$ cat src/hw/rtl/weo_pkg.sv
package weo_pkg;

  // Default parameter values
  localparam int CORDIC_STAGES_DEF = 20;
  localparam int POS_FRAC_DEF      = 16;

  // Configuration registers
  localparam int CFG_IDX_W = 2;
  localparam int CFG_DATA_W = 32;
  localparam logic [CFG_IDX_W-1:0] REG_GLITCH_LIMIT = 2'd0;
  localparam logic [CFG_IDX_W-1:0] REG_METERS_PER_TICK = 2'd1;
  localparam logic [CFG_IDX_W-1:0] REG_TURN_PER_TICK = 2'd2;
  localparam logic [15:0] GLITCH_RESET = 16'd50;
  localparam logic [31:0] MPT_RESET = 32'd1436355;
  localparam logic [30:0] TPT_RESET = 31'd1039109;

  // CORDIC start vector (gain compensation) in Q2.30
  localparam logic signed [33:0] CORDIC_GAIN = 34'sd652032874;

  // Multiplier operation codes
  localparam logic [2:0] MOP_TRAVEL = 3'd0;
  localparam logic [2:0] MOP_LO_C   = 3'd1;
  localparam logic [2:0] MOP_HI_C   = 3'd2;
  localparam logic [2:0] MOP_LO_S   = 3'd3;
  localparam logic [2:0] MOP_HI_S   = 3'd4;
  localparam logic [2:0] MOP_TURN   = 3'd5;

  // Controller to datapath commands
  typedef struct packed {
    logic       load;
    logic       first_item;
    logic       cord_init;
    logic       cord_step;
    logic       mul_en;
    logic [2:0] mul_op;
    logic       acc_en;
    logic [2:0] acc_op;
    logic       upd;
    logic       out_load;
  } weo_cmd_t;

  // atan(2^-i) in binary angle units
  function automatic logic [31:0] atan_at(input logic [4:0] i);
    logic [31:0] v;
    case (i)
      5'd0:  v = 32'd536870912;
      5'd1:  v = 32'd316933406;
      5'd2:  v = 32'd167458907;
      5'd3:  v = 32'd85004756;
      5'd4:  v = 32'd42667331;
      5'd5:  v = 32'd21354465;
      5'd6:  v = 32'd10679838;
      5'd7:  v = 32'd5340245;
      5'd8:  v = 32'd2670163;
      5'd9:  v = 32'd1335087;
      5'd10: v = 32'd667544;
      5'd11: v = 32'd333772;
      5'd12: v = 32'd166886;
      5'd13: v = 32'd83443;
      5'd14: v = 32'd41721;
      5'd15: v = 32'd20861;
      5'd16: v = 32'd10430;
      5'd17: v = 32'd5215;
      5'd18: v = 32'd2608;
      5'd19: v = 32'd1304;
      5'd20: v = 32'd652;
      5'd21: v = 32'd326;
      5'd22: v = 32'd163;
      5'd23: v = 32'd81;
      5'd24: v = 32'd41;
      5'd25: v = 32'd20;
      5'd26: v = 32'd10;
      5'd27: v = 32'd5;
      5'd28: v = 32'd3;
      5'd29: v = 32'd1;
      default: v = 32'd0;
    endcase
    return v;
  endfunction

endpackage

$ cat src/hw/rtl/weo_in_if.sv
interface weo_in_if;
  logic               valid;
  logic               ready;
  logic signed [15:0] left_count;
  logic signed [15:0] right_count;

  modport source (output valid, output left_count, output right_count, input ready);
  modport sink (input valid, input left_count, input right_count, output ready);
endinterface

$ cat src/hw/rtl/weo_out_if.sv
interface weo_out_if;
  logic               valid;
  logic               ready;
  logic signed [31:0] x_position;
  logic signed [31:0] y_position;
  logic [31:0]        heading;
  logic               left_rejected;
  logic               right_rejected;

  modport source (output valid, output x_position, output y_position, output heading,
                  output left_rejected, output right_rejected, input ready);
  modport sink (input valid, input x_position, input y_position, input heading,
                input left_rejected, input right_rejected, output ready);
endinterface

$ cat src/hw/rtl/weo_ctrl.sv
module weo_ctrl #(
  parameter int CORDIC_STAGES = weo_pkg::CORDIC_STAGES_DEF,
  parameter int STG_W = $clog2(CORDIC_STAGES)
) (
  input  logic             clk,
  input  logic             rst,
  input  logic             in_valid,
  output logic             in_ready,
  output logic             out_valid,
  input  logic             out_ready,
  output weo_pkg::weo_cmd_t cmd,
  output logic [STG_W-1:0] stage
);
  import weo_pkg::*;

  localparam logic [2:0] S_IDLE = 3'd0;
  localparam logic [2:0] S_TRAV = 3'd1;
  localparam logic [2:0] S_CORD = 3'd2;
  localparam logic [2:0] S_MUL  = 3'd3;
  localparam logic [2:0] S_UPD  = 3'd4;
  localparam logic [2:0] S_FIN  = 3'd5;

  localparam logic [STG_W-1:0] CNT_LAST = STG_W'(CORDIC_STAGES - 1);
  localparam logic [STG_W-1:0] MUL_LAST = STG_W'(5);

  logic [2:0]       state, state_next;
  logic [STG_W-1:0] cnt, cnt_next;
  logic             first_sample, first_sample_next;
  logic             out_valid_next;
  logic             accept, out_free;

  assign in_ready = (state == S_IDLE);
  assign accept   = in_valid && in_ready;
  assign out_free = !out_valid || out_ready;
  assign stage    = cnt;

  // Sequence one item through the datapath
  always_comb begin
    state_next = state;
    cnt_next = cnt;
    first_sample_next = first_sample;
    out_valid_next = out_valid && !out_ready;
    cmd = '0;
    case (state)
      S_IDLE: begin
        if (accept) begin
          cmd.load = 1'b1;
          cmd.first_item = first_sample;
          first_sample_next = 1'b0;
          state_next = first_sample ? S_FIN : S_TRAV;
        end
      end
      S_TRAV: begin
        cmd.mul_en = 1'b1;
        cmd.mul_op = MOP_TRAVEL;
        cmd.cord_init = 1'b1;
        cnt_next = '0;
        state_next = S_CORD;
      end
      S_CORD: begin
        cmd.cord_step = 1'b1;
        cmd.acc_en = (cnt == '0);
        cmd.acc_op = MOP_TRAVEL;
        if (cnt == CNT_LAST) begin
          cnt_next = '0;
          state_next = S_MUL;
        end else begin
          cnt_next = cnt + 1'b1;
        end
      end
      S_MUL: begin
        cmd.mul_en = (cnt != MUL_LAST);
        cmd.mul_op = 3'(cnt + 1'b1);
        cmd.acc_en = (cnt != '0);
        cmd.acc_op = 3'(cnt);
        if (cnt == MUL_LAST) begin
          cnt_next = '0;
          state_next = S_UPD;
        end else begin
          cnt_next = cnt + 1'b1;
        end
      end
      S_UPD: begin
        cmd.upd = 1'b1;
        state_next = S_FIN;
      end
      S_FIN: begin
        // Hold until the output register is free
        if (out_free) begin
          cmd.out_load = 1'b1;
          out_valid_next = 1'b1;
          state_next = S_IDLE;
        end
      end
      default: begin
        state_next = S_IDLE;
      end
    endcase
  end

  always_ff @(posedge clk) begin
    if (rst) begin
      state <= S_IDLE;
      cnt <= '0;
      first_sample <= 1'b1;
      out_valid <= 1'b0;
    end else begin
      state <= state_next;
      cnt <= cnt_next;
      first_sample <= first_sample_next;
      out_valid <= out_valid_next;
    end
  end

  a_first_skips: assert property (@(posedge clk) disable iff (rst)
    accept && first_sample |=> state == S_FIN)
    else $error("first item did not go straight to output");

  a_cord_bound: assert property (@(posedge clk) disable iff (rst)
    state == S_CORD |-> cnt <= CNT_LAST)
    else $error("CORDIC stage count out of range");

  a_rise_from_fin: assert property (@(posedge clk) disable iff (rst)
    $rose(out_valid) |-> $past(state) == S_FIN)
    else $error("result appeared outside final state");

  a_upd_to_fin: assert property (@(posedge clk) disable iff (rst)
    state == S_UPD |=> state == S_FIN)
    else $error("pose update not followed by output");

endmodule

$ cat src/hw/rtl/weo_datapath.sv
module weo_datapath #(
  parameter int CORDIC_STAGES = weo_pkg::CORDIC_STAGES_DEF,
  parameter int POSITION_FRACTION_BITS = weo_pkg::POS_FRAC_DEF,
  parameter int STG_W = $clog2(CORDIC_STAGES)
) (
  input  logic                           clk,
  input  logic                           rst,
  input  logic                           cfg_we,
  input  logic [weo_pkg::CFG_IDX_W-1:0]  cfg_index,
  input  logic [weo_pkg::CFG_DATA_W-1:0] cfg_data,
  input  weo_pkg::weo_cmd_t              cmd,
  input  logic [STG_W-1:0]               stage,
  input  logic signed [15:0]             left_count,
  input  logic signed [15:0]             right_count,
  output logic signed [31:0]             x_position,
  output logic signed [31:0]             y_position,
  output logic [31:0]                    heading,
  output logic                           left_rejected,
  output logic                           right_rejected
);
  import weo_pkg::*;

  localparam int ACC_W = 85;
  localparam int SH = 63 - POSITION_FRACTION_BITS;
  localparam logic signed [ACC_W-1:0] RND = ACC_W'(1) <<< (SH - 1);
  localparam logic signed [ACC_W-1:0] PMAX = (ACC_W'(1) <<< 31) - 1;
  localparam logic signed [ACC_W-1:0] PMIN = -(ACC_W'(1) <<< 31);

  // Configuration
  logic [15:0] glitch_limit;
  logic [31:0] meters_per_tick;
  logic [30:0] turn_per_tick;

  // State
  logic signed [15:0] previous_left, previous_right;
  logic signed [31:0] pos_x, pos_y;
  logic [31:0]        angle;
  logic signed [17:0] dsum, ddiff;
  logic               lrej, rrej;

  // CORDIC
  logic signed [33:0] cx, cy;
  logic signed [32:0] cz;
  logic               flip;

  // Multiply and accumulate
  logic signed [25:0]      ma;
  logic signed [33:0]      mb;
  logic signed [59:0]      prod;
  logic signed [50:0]      travel;
  logic signed [ACC_W-1:0] accx, accy;
  logic [31:0]             turn;

  // Count change and glitch reject
  logic signed [16:0] dl, dr, dlz, drz;
  logic [16:0]        dl_abs, dr_abs;
  logic               dl_rej, dr_rej;

  always_comb begin
    dl = {left_count[15], left_count} - {previous_left[15], previous_left};
    dr = {right_count[15], right_count} - {previous_right[15], previous_right};
    dl_abs = dl[16] ? 17'(-dl) : 17'(dl);
    dr_abs = dr[16] ? 17'(-dr) : 17'(dr);
    dl_rej = dl_abs > {1'b0, glitch_limit};
    dr_rej = dr_abs > {1'b0, glitch_limit};
    dlz = dl_rej ? '0 : dl;
    drz = dr_rej ? '0 : dr;
  end

  // Write configuration
  always_ff @(posedge clk) begin
    if (rst) begin
      glitch_limit <= GLITCH_RESET;
      meters_per_tick <= MPT_RESET;
      turn_per_tick <= TPT_RESET;
    end else if (cfg_we) begin
      case (cfg_index)
        REG_GLITCH_LIMIT:    glitch_limit <= cfg_data[15:0];
        REG_METERS_PER_TICK: meters_per_tick <= cfg_data[31:0];
        REG_TURN_PER_TICK:   turn_per_tick <= cfg_data[30:0];
        default: ;
      endcase
    end
  end

  // Latch the item and its count changes
  always_ff @(posedge clk) begin
    if (rst) begin
      previous_left <= '0;
      previous_right <= '0;
    end else if (cmd.load) begin
      previous_left <= left_count;
      previous_right <= right_count;
    end
  end

  // The first item only stores its readings, so its flags stay clear
  always_ff @(posedge clk) begin
    if (cmd.load) begin
      dsum <= 18'({dlz[16], dlz} + {drz[16], drz});
      ddiff <= 18'({drz[16], drz} - {dlz[16], dlz});
      lrej <= dl_rej && !cmd.first_item;
      rrej <= dr_rej && !cmd.first_item;
    end
  end

  // Iterative CORDIC, one stage per cycle
  logic [31:0]        fold;
  logic signed [33:0] xs, ys;
  logic signed [32:0] at;

  always_comb begin
    fold = (angle[31] ^ angle[30]) ? {~angle[31], angle[30:0]} : angle;
    xs = cx >>> stage;
    ys = cy >>> stage;
    at = 33'(atan_at(5'(stage)));
  end

  always_ff @(posedge clk) begin
    if (cmd.cord_init) begin
      cx <= CORDIC_GAIN;
      cy <= '0;
      cz <= {fold[31], fold};
      flip <= angle[31] ^ angle[30];
    end else if (cmd.cord_step) begin
      if (!cz[32]) begin
        cx <= cx - ys;
        cy <= cy + xs;
        cz <= cz - at;
      end else begin
        cx <= cx + ys;
        cy <= cy - xs;
        cz <= cz + at;
      end
    end
  end

  // Shared multiplier operand select
  logic signed [33:0] cosv, sinv;

  always_comb begin
    cosv = flip ? -cx : cx;
    sinv = flip ? -cy : cy;
    ma = '0;
    mb = '0;
    case (cmd.mul_op)
      MOP_TRAVEL: begin
        ma = 26'(dsum);
        mb = {2'b00, meters_per_tick};
      end
      MOP_LO_C: begin
        ma = {1'b0, travel[24:0]};
        mb = cosv;
      end
      MOP_HI_C: begin
        ma = travel[50:25];
        mb = cosv;
      end
      MOP_LO_S: begin
        ma = {1'b0, travel[24:0]};
        mb = sinv;
      end
      MOP_HI_S: begin
        ma = travel[50:25];
        mb = sinv;
      end
      MOP_TURN: begin
        ma = 26'(ddiff);
        mb = {3'b000, turn_per_tick};
      end
      default: begin
        ma = '0;
        mb = '0;
      end
    endcase
  end

  always_ff @(posedge clk) begin
    if (cmd.mul_en) begin
      prod <= ma * mb;
    end
  end

  // Accumulate partial products
  logic signed [ACC_W-1:0] pext;
  assign pext = {{(ACC_W-60){prod[59]}}, prod};

  always_ff @(posedge clk) begin
    if (cmd.acc_en) begin
      case (cmd.acc_op)
        MOP_TRAVEL: travel <= prod[50:0];
        MOP_LO_C:   accx <= pext;
        MOP_HI_C:   accx <= accx + (pext <<< 25);
        MOP_LO_S:   accy <= pext;
        MOP_HI_S:   accy <= accy + (pext <<< 25);
        MOP_TURN:   turn <= prod[31:0];
        default: ;
      endcase
    end
  end

  // Round, add and saturate the pose
  logic signed [ACC_W-1:0] dx, dy, sx, sy;

  always_comb begin
    dx = (accx + RND) >>> SH;
    dy = (accy + RND) >>> SH;
    sx = {{(ACC_W-32){pos_x[31]}}, pos_x} + dx;
    sy = {{(ACC_W-32){pos_y[31]}}, pos_y} + dy;
  end

  always_ff @(posedge clk) begin
    if (rst) begin
      pos_x <= '0;
      pos_y <= '0;
      angle <= '0;
    end else if (cmd.upd) begin
      pos_x <= (sx > PMAX) ? 32'sh7FFFFFFF : (sx < PMIN) ? 32'sh80000000 : 32'(sx);
      pos_y <= (sy > PMAX) ? 32'sh7FFFFFFF : (sy < PMIN) ? 32'sh80000000 : 32'(sy);
      angle <= angle + turn;
    end
  end

  // Output register
  always_ff @(posedge clk) begin
    if (cmd.out_load) begin
      x_position <= pos_x;
      y_position <= pos_y;
      heading <= angle;
      left_rejected <= lrej;
      right_rejected <= rrej;
    end
  end

endmodule

$ cat src/hw/rtl/wheel_encoder_odometry.sv
// Dead-reckoning odometry for a differential-drive robot.
// in_ch carries one pair of signed 16-bit encoder readings per item; out_ch
// carries x and y (signed, saturating, POSITION_FRACTION_BITS fraction bits),
// the binary-angle heading and two reject flags, one result per input item.
// The configuration port (cfg_we, cfg_index, cfg_data) writes glitch_limit
// (0), meters_per_tick (1) and turn_per_tick (2); write only while idle.
// The first item after reset only stores the readings: it goes straight to
// the final step; its result has the pose unchanged and both flags clear.
// Every later item runs from accept to result through the travel multiply,
// the iterative CORDIC (one stage a cycle), the steps on the one shared
// multiplier, used six times per item, the pose update and the final step.
// One item is in flight at a time; in_ch.ready is high whenever no item is
// being worked on, so a new item is taken only after the last one is done.
// The result sits in an output register; if the receiver stalls, the next
// item is still accepted and computed, and it waits in its final step until
// the output register is taken.
// Synchronous reset restores the register defaults, clears the pose and arms
// the first-item case.
module wheel_encoder_odometry #(
  parameter int CORDIC_STAGES = weo_pkg::CORDIC_STAGES_DEF,
  parameter int POSITION_FRACTION_BITS = weo_pkg::POS_FRAC_DEF
) (
  input  logic                           clk,
  input  logic                           rst,
  input  logic                           cfg_we,
  input  logic [weo_pkg::CFG_IDX_W-1:0]  cfg_index,
  input  logic [weo_pkg::CFG_DATA_W-1:0] cfg_data,
  weo_in_if.sink                         in_ch,
  weo_out_if.source                      out_ch
);
  import weo_pkg::*;

  localparam int STG_W = $clog2(CORDIC_STAGES);

  weo_cmd_t         cmd;
  logic [STG_W-1:0] stage;

  weo_ctrl #(
    .CORDIC_STAGES(CORDIC_STAGES),
    .STG_W(STG_W)
  ) u_ctrl (
    .clk(clk),
    .rst(rst),
    .in_valid(in_ch.valid),
    .in_ready(in_ch.ready),
    .out_valid(out_ch.valid),
    .out_ready(out_ch.ready),
    .cmd(cmd),
    .stage(stage)
  );

  weo_datapath #(
    .CORDIC_STAGES(CORDIC_STAGES),
    .POSITION_FRACTION_BITS(POSITION_FRACTION_BITS),
    .STG_W(STG_W)
  ) u_dp (
    .clk(clk),
    .rst(rst),
    .cfg_we(cfg_we),
    .cfg_index(cfg_index),
    .cfg_data(cfg_data),
    .cmd(cmd),
    .stage(stage),
    .left_count(in_ch.left_count),
    .right_count(in_ch.right_count),
    .x_position(out_ch.x_position),
    .y_position(out_ch.y_position),
    .heading(out_ch.heading),
    .left_rejected(out_ch.left_rejected),
    .right_rejected(out_ch.right_rejected)
  );

endmodule
$ cat src/flat_wrapper.sv
// flat-port wrapper written by rule: the top's interface ports become plain ports
module wheel_encoder_odometry_flat import weo_pkg::*;
#(
  parameter int CORDIC_STAGES = weo_pkg::CORDIC_STAGES_DEF,
  parameter int POSITION_FRACTION_BITS = weo_pkg::POS_FRAC_DEF
)
  (clk, rst, cfg_we, cfg_index, cfg_data, in_ch_valid, in_ch_left_count, in_ch_right_count, in_ch_ready, out_ch_valid, out_ch_x_position, out_ch_y_position, out_ch_heading, out_ch_left_rejected, out_ch_right_rejected, out_ch_ready);
  weo_in_if in_ch_i ();
  weo_out_if out_ch_i ();
  input  logic clk;
  input  logic rst;
  input  logic cfg_we;
  input  logic [weo_pkg::CFG_IDX_W-1:0] cfg_index;
  input  logic [weo_pkg::CFG_DATA_W-1:0] cfg_data;
  input wire logic [$bits(in_ch_i.valid)-1:0] in_ch_valid;
  input wire logic [$bits(in_ch_i.left_count)-1:0] in_ch_left_count;
  input wire logic [$bits(in_ch_i.right_count)-1:0] in_ch_right_count;
  output wire logic [$bits(in_ch_i.ready)-1:0] in_ch_ready;
  output wire logic [$bits(out_ch_i.valid)-1:0] out_ch_valid;
  output wire logic [$bits(out_ch_i.x_position)-1:0] out_ch_x_position;
  output wire logic [$bits(out_ch_i.y_position)-1:0] out_ch_y_position;
  output wire logic [$bits(out_ch_i.heading)-1:0] out_ch_heading;
  output wire logic [$bits(out_ch_i.left_rejected)-1:0] out_ch_left_rejected;
  output wire logic [$bits(out_ch_i.right_rejected)-1:0] out_ch_right_rejected;
  input wire logic [$bits(out_ch_i.ready)-1:0] out_ch_ready;
  assign in_ch_i.valid = in_ch_valid;
  assign in_ch_i.left_count = in_ch_left_count;
  assign in_ch_i.right_count = in_ch_right_count;
  assign in_ch_ready = in_ch_i.ready;
  assign out_ch_valid = out_ch_i.valid;
  assign out_ch_x_position = out_ch_i.x_position;
  assign out_ch_y_position = out_ch_i.y_position;
  assign out_ch_heading = out_ch_i.heading;
  assign out_ch_left_rejected = out_ch_i.left_rejected;
  assign out_ch_right_rejected = out_ch_i.right_rejected;
  assign out_ch_i.ready = out_ch_ready;
  wheel_encoder_odometry #(.CORDIC_STAGES(CORDIC_STAGES), .POSITION_FRACTION_BITS(POSITION_FRACTION_BITS)) u_core (.clk(clk), .rst(rst), .cfg_we(cfg_we), .cfg_index(cfg_index), .cfg_data(cfg_data), .in_ch(in_ch_i), .out_ch(out_ch_i));
endmodule
$ cat config.mk
export PLATFORM = sky130hd
export DESIGN_NAME = wheel_encoder_odometry_flat
export DESIGN_NICKNAME = d
export VERILOG_FILES = /design/src/hw/rtl/weo_pkg.sv /design/src/hw/rtl/weo_in_if.sv /design/src/hw/rtl/weo_out_if.sv /design/src/hw/rtl/weo_ctrl.sv /design/src/hw/rtl/weo_datapath.sv /design/src/hw/rtl/wheel_encoder_odometry.sv /design/src/flat_wrapper.sv
export SDC_FILE = /design/constraint.sdc
export NUM_CORES = 2
export LEC_CHECK = 0
export BUFFER_PORTS_ARGS = -buffer_cell sky130_fd_sc_hd__buf_2
export CAP_MARGIN = 20
export CELL_PAD_IN_SITES_DETAIL_PLACEMENT = 1
export CELL_PAD_IN_SITES_GLOBAL_PLACEMENT = 2
export CORE_ASPECT_RATIO = 1.2
export CORE_UTILIZATION = 36
export DETAILED_ROUTE_END_ITERATION = 10
export PLACE_DENSITY = 0.84
export SLEW_MARGIN = 10
export SYNTH_ARGS = -nofsm -noshare
export SYNTH_HDL_FRONTEND = slang
export SYNTH_SLANG_ARGS = --single-unit
$ cat constraint.sdc
create_clock -name clk -period 11.3 [get_ports clk]
set_clock_uncertainty 0.15 [all_clocks]
set_input_delay 0 -clock clk [delete_from_list [all_inputs] [get_ports clk]]
set_output_delay 0 -clock clk [all_outputs]
set_load 0.02 [all_outputs]
==> results.yml <==
status:
  status: "finished, final reports clean"
logic_synthesis:
  synth.distinct_cells: 95
  synth_nets: 11700
  synth_area_leaders: "fa_1 (21%), edfxtp_1 (15%), ha_1 (8.6%), dfxtp_1 (7.2%), nand2_1 (6.1%)"
  synth_ff_type: "edfxtp_1"
  yosysMostFrequentCell: "nand2_1"
  async_reset_ff_share_pct: 0
  synth-seq-cells: 747
  synth_warnings: 0
  synth_largest_area_cell: "fa_1"
  netlist_instances: 10100
  yosys.area.top_type_share_pct: 20.8
  synth.cell_area_um2: 87900
  avgSynthCellArea_um2: 8.69
  synth-edff-count: 432
  synth_common_cells: "nand2_1 (1433), inv_1 (1182), fa_1 (914)"
  synth-seq-area-share_pct: 21.9
worst_setup_path:
  r2r_start: "u_core.u_dp.cx[0]"
  reg2reg_depth: 31
  cp.arrival_ps: 11210
  r2r_slack_ps: 400
  crit_path_max_fanout: 6
  cp_common_cell: "fa_1"
  path_delay_family: "adder cells"
  slowest_stage: "fa_2"
  reg2reg_to: "u_core.u_dp.prod[57]"
  cp.buffers_inverters: 3
  worst_setup_path_start_kind: "flop"
  path_class: "flop to flop"
  worstPathRequired_ps: 11610
  cp_num_cells: 31
  endpoint_kind: "flop"
  critPathMaxStageDelay_ps: 670
cells_and_area:
  nNetsFinal: 11900
  syn_to_final_growth_pct: 11.8
  layout.cells.non_filler: 13600
  drive_above_1_share_pct: 8.51
  nFillCells: 28400
worst_hold_path:
  hold_end: "u_core.u_dp.meters_per_tick[20]"
  min-delay-start: "cfg_data[20]"
  hold_depth: 4
  hold_path.class: "input port to flop"
sta:
  drv_slew: 0
  slew_headroom_pct: 19.3
  period_minus_slack_ps: 10900
  rsz0062_at_grt: "no"
  finalHoldViolations: 0
  hold_slack_ps: 55.0
  fmax_ghz: 0.0917
  tightest_slew_ps: 1210
  setup_viol: 0
  setup_slack_ps: 399
  finalCritPeriodShare_pct: 96.5
routing:
  final_antenna_net_count: 0
  drc: 0
  wirelength_mm: 335
  routedWlPerCell_um: 24.7
  vias: 77000
  first_pass_iters: 5
  vias_per_cell: 5.67
  first_iter_violations: 5291
global_routing:
  grt_overflow: 0
  grt_pass1_wl_mm: 508
  antenna_found_initial: 21
  grt_max_degree: 108
  grt_pass1_vias: 83000
  grt_use_total_pct: 27.0
die:
  initial_core_util_pct: 36.2
  dieWidth_um: 453
  die_area_um2: 246000
  core_area_um2: 243000
  io_pins: 171
  rows: 198
  die_y_um: 543
clock_tree:
  h-tree-depth: 3
  cts_buffers: 90
  clk_latency_ps: 730
  clk_path_buf_depth: 3
  cts.sinks: 747
  clkTransAtPathRegs_ps: 60
  cts_tree: "done"
  cts_root_buf: "clkbuf_16"
place:
  dp_hpwl_mm: 263
  portBuffers: 170
  place_congestion: 0.971
  placed_cells: 13200
  place_ws_ps: -78.3
flow_run:
  cap_violations: 0
-- worst reg2reg max path: cells and delay by family (launching register included) --
| family | cells | cell delay, ps |
|---|---|---|
| AND/OR/NAND/NOR | 12 | 3840 |
| adder cells (fa/ha/maj) | 8 | 4250 |
| buffers and inverters | 3 | 470 |
| AO/OA/AOI/OAI | 6 | 1340 |
| XOR/XNOR | 2 | 260 |
| flip-flops | 1 | 350 |
-- how the worst max path moves through the flow --
stage	startpoint	endpoint	slack, ps
after global placement	u_core.u_dp.cx[1]	u_core.u_dp.prod[57]	6
final	u_core.u_dp.cx[0]	u_core.u_dp.prod[57]	400
after detailed placement	u_core.u_dp.cx[1]	u_core.u_dp.prod[57]	-80
after CTS	u_core.u_dp.cx[1]	u_core.u_dp.prod[57]	50
after global routing	u_core.u_dp.cx[0]	u_core.u_dp.prod[57]	8
after floorplan	u_core.u_ctrl.stage[0]	u_core.u_dp.prod[56]	460
-- routing by layer --
metal  global-route usage, %  share of wire, %  vias up
li1                        -                 -    34500
met1                    32.3                39    39400
met2                    46.3                48     2309
met3                    3.29               5.2      819
met4                    16.3               6.9        2
met5                       0            0.0030        -
-- cells in the final DEF, fill, tap and decap left out, types with 310 or more instances in the layout --
master,instances
nand2_1,1428
o21ai_0,477
inv_1,1178
xnor2_1,362
a21oi_1,638
fa_1,910
dfxtp_1,310
edfxtp_1,432
ha_1,599
nor2_1,825
-- kinds of logic (layout without fill, tap and decap cells) --
family | count (synthesis) | in the layout | share of synthesized area, %
mux | 181 | 181 | 3.26
other cells | 0 | 15 | 0
compound gates | 2118 | 2118 | 15.3
flops | 747 | 747 | 21.9
fa+ha+maj | 1516 | 1516 | 29.4
buf+inv | 1692 | 1948 | 7.32
simple gates | 3231 | 3231 | 16.5
xor+xnor | 633 | 633 | 6.32
-- per-stage QoR --
| step | TNS (ps) | cell area [um2] | utilization [%] |
|---|---|---|---|
| after floorplan | 0 | 87900 | - |
| after global placement | 0 | 93000 | 38.4 |
| after detailed placement | -112 | 93100 | 38.4 |
| after CTS | 0 | 97900 | 40.4 |
| after global routing | 0 | 98200 | 40.5 |
| final | 0 | 98300 | 40.5 |
-- flip-flops by register name, indices dropped and copies added (netlist names), 30 cells and up --
signal                       flops
u_core.u_dp.angle               32
u_core.u_dp.accx                60
u_core.u_dp.heading             32
u_core.u_dp.x_position          32
u_core.u_dp.cz                  33
u_core.u_dp.turn_per_tick       31
u_core.u_dp.accy                60
u_core.u_dp.cy                  34
u_core.u_dp.pos_y               32
u_core.u_dp.meters_per_tick     32
u_core.u_dp.turn                32
u_core.u_dp.y_position          32
u_core.u_dp.pos_x               32
u_core.u_dp.at                  30
u_core.u_dp.prod                60
u_core.u_dp.cx                  34
u_core.u_dp.travel              51
-- layout make-up --
type / count / area, um2 / area share (%)
Multi-Input combinational cell: 7679 / 62600 / 63.7
Sequential cell: 747 / 19300 / 19.6
Timing Repair Buffer: 592 / 4530 / 4.62
Inverter: 1188 / 4470 / 4.55
Tap cell: 3200 / 4000 / 4.08
Clock buffer: 111 / 2450 / 2.50
Clock inverter: 57 / 835 / 0.849
Antenna cell: 15 / 37.5 / 0.0382
-- timing repair --
item / in CTS / in global routing
setup buffers: 0 / 11
hold endpoints to repair: 159 / 0
setup endpoints to repair: 3 / 14
pin swaps: 0 / 6
gates resized for setup: 2 / 43
hold buffers: 153 / 0
Power is not shown: default switching activity piles up to over one toggle a cycle in this logic, so the estimate is an artifact.
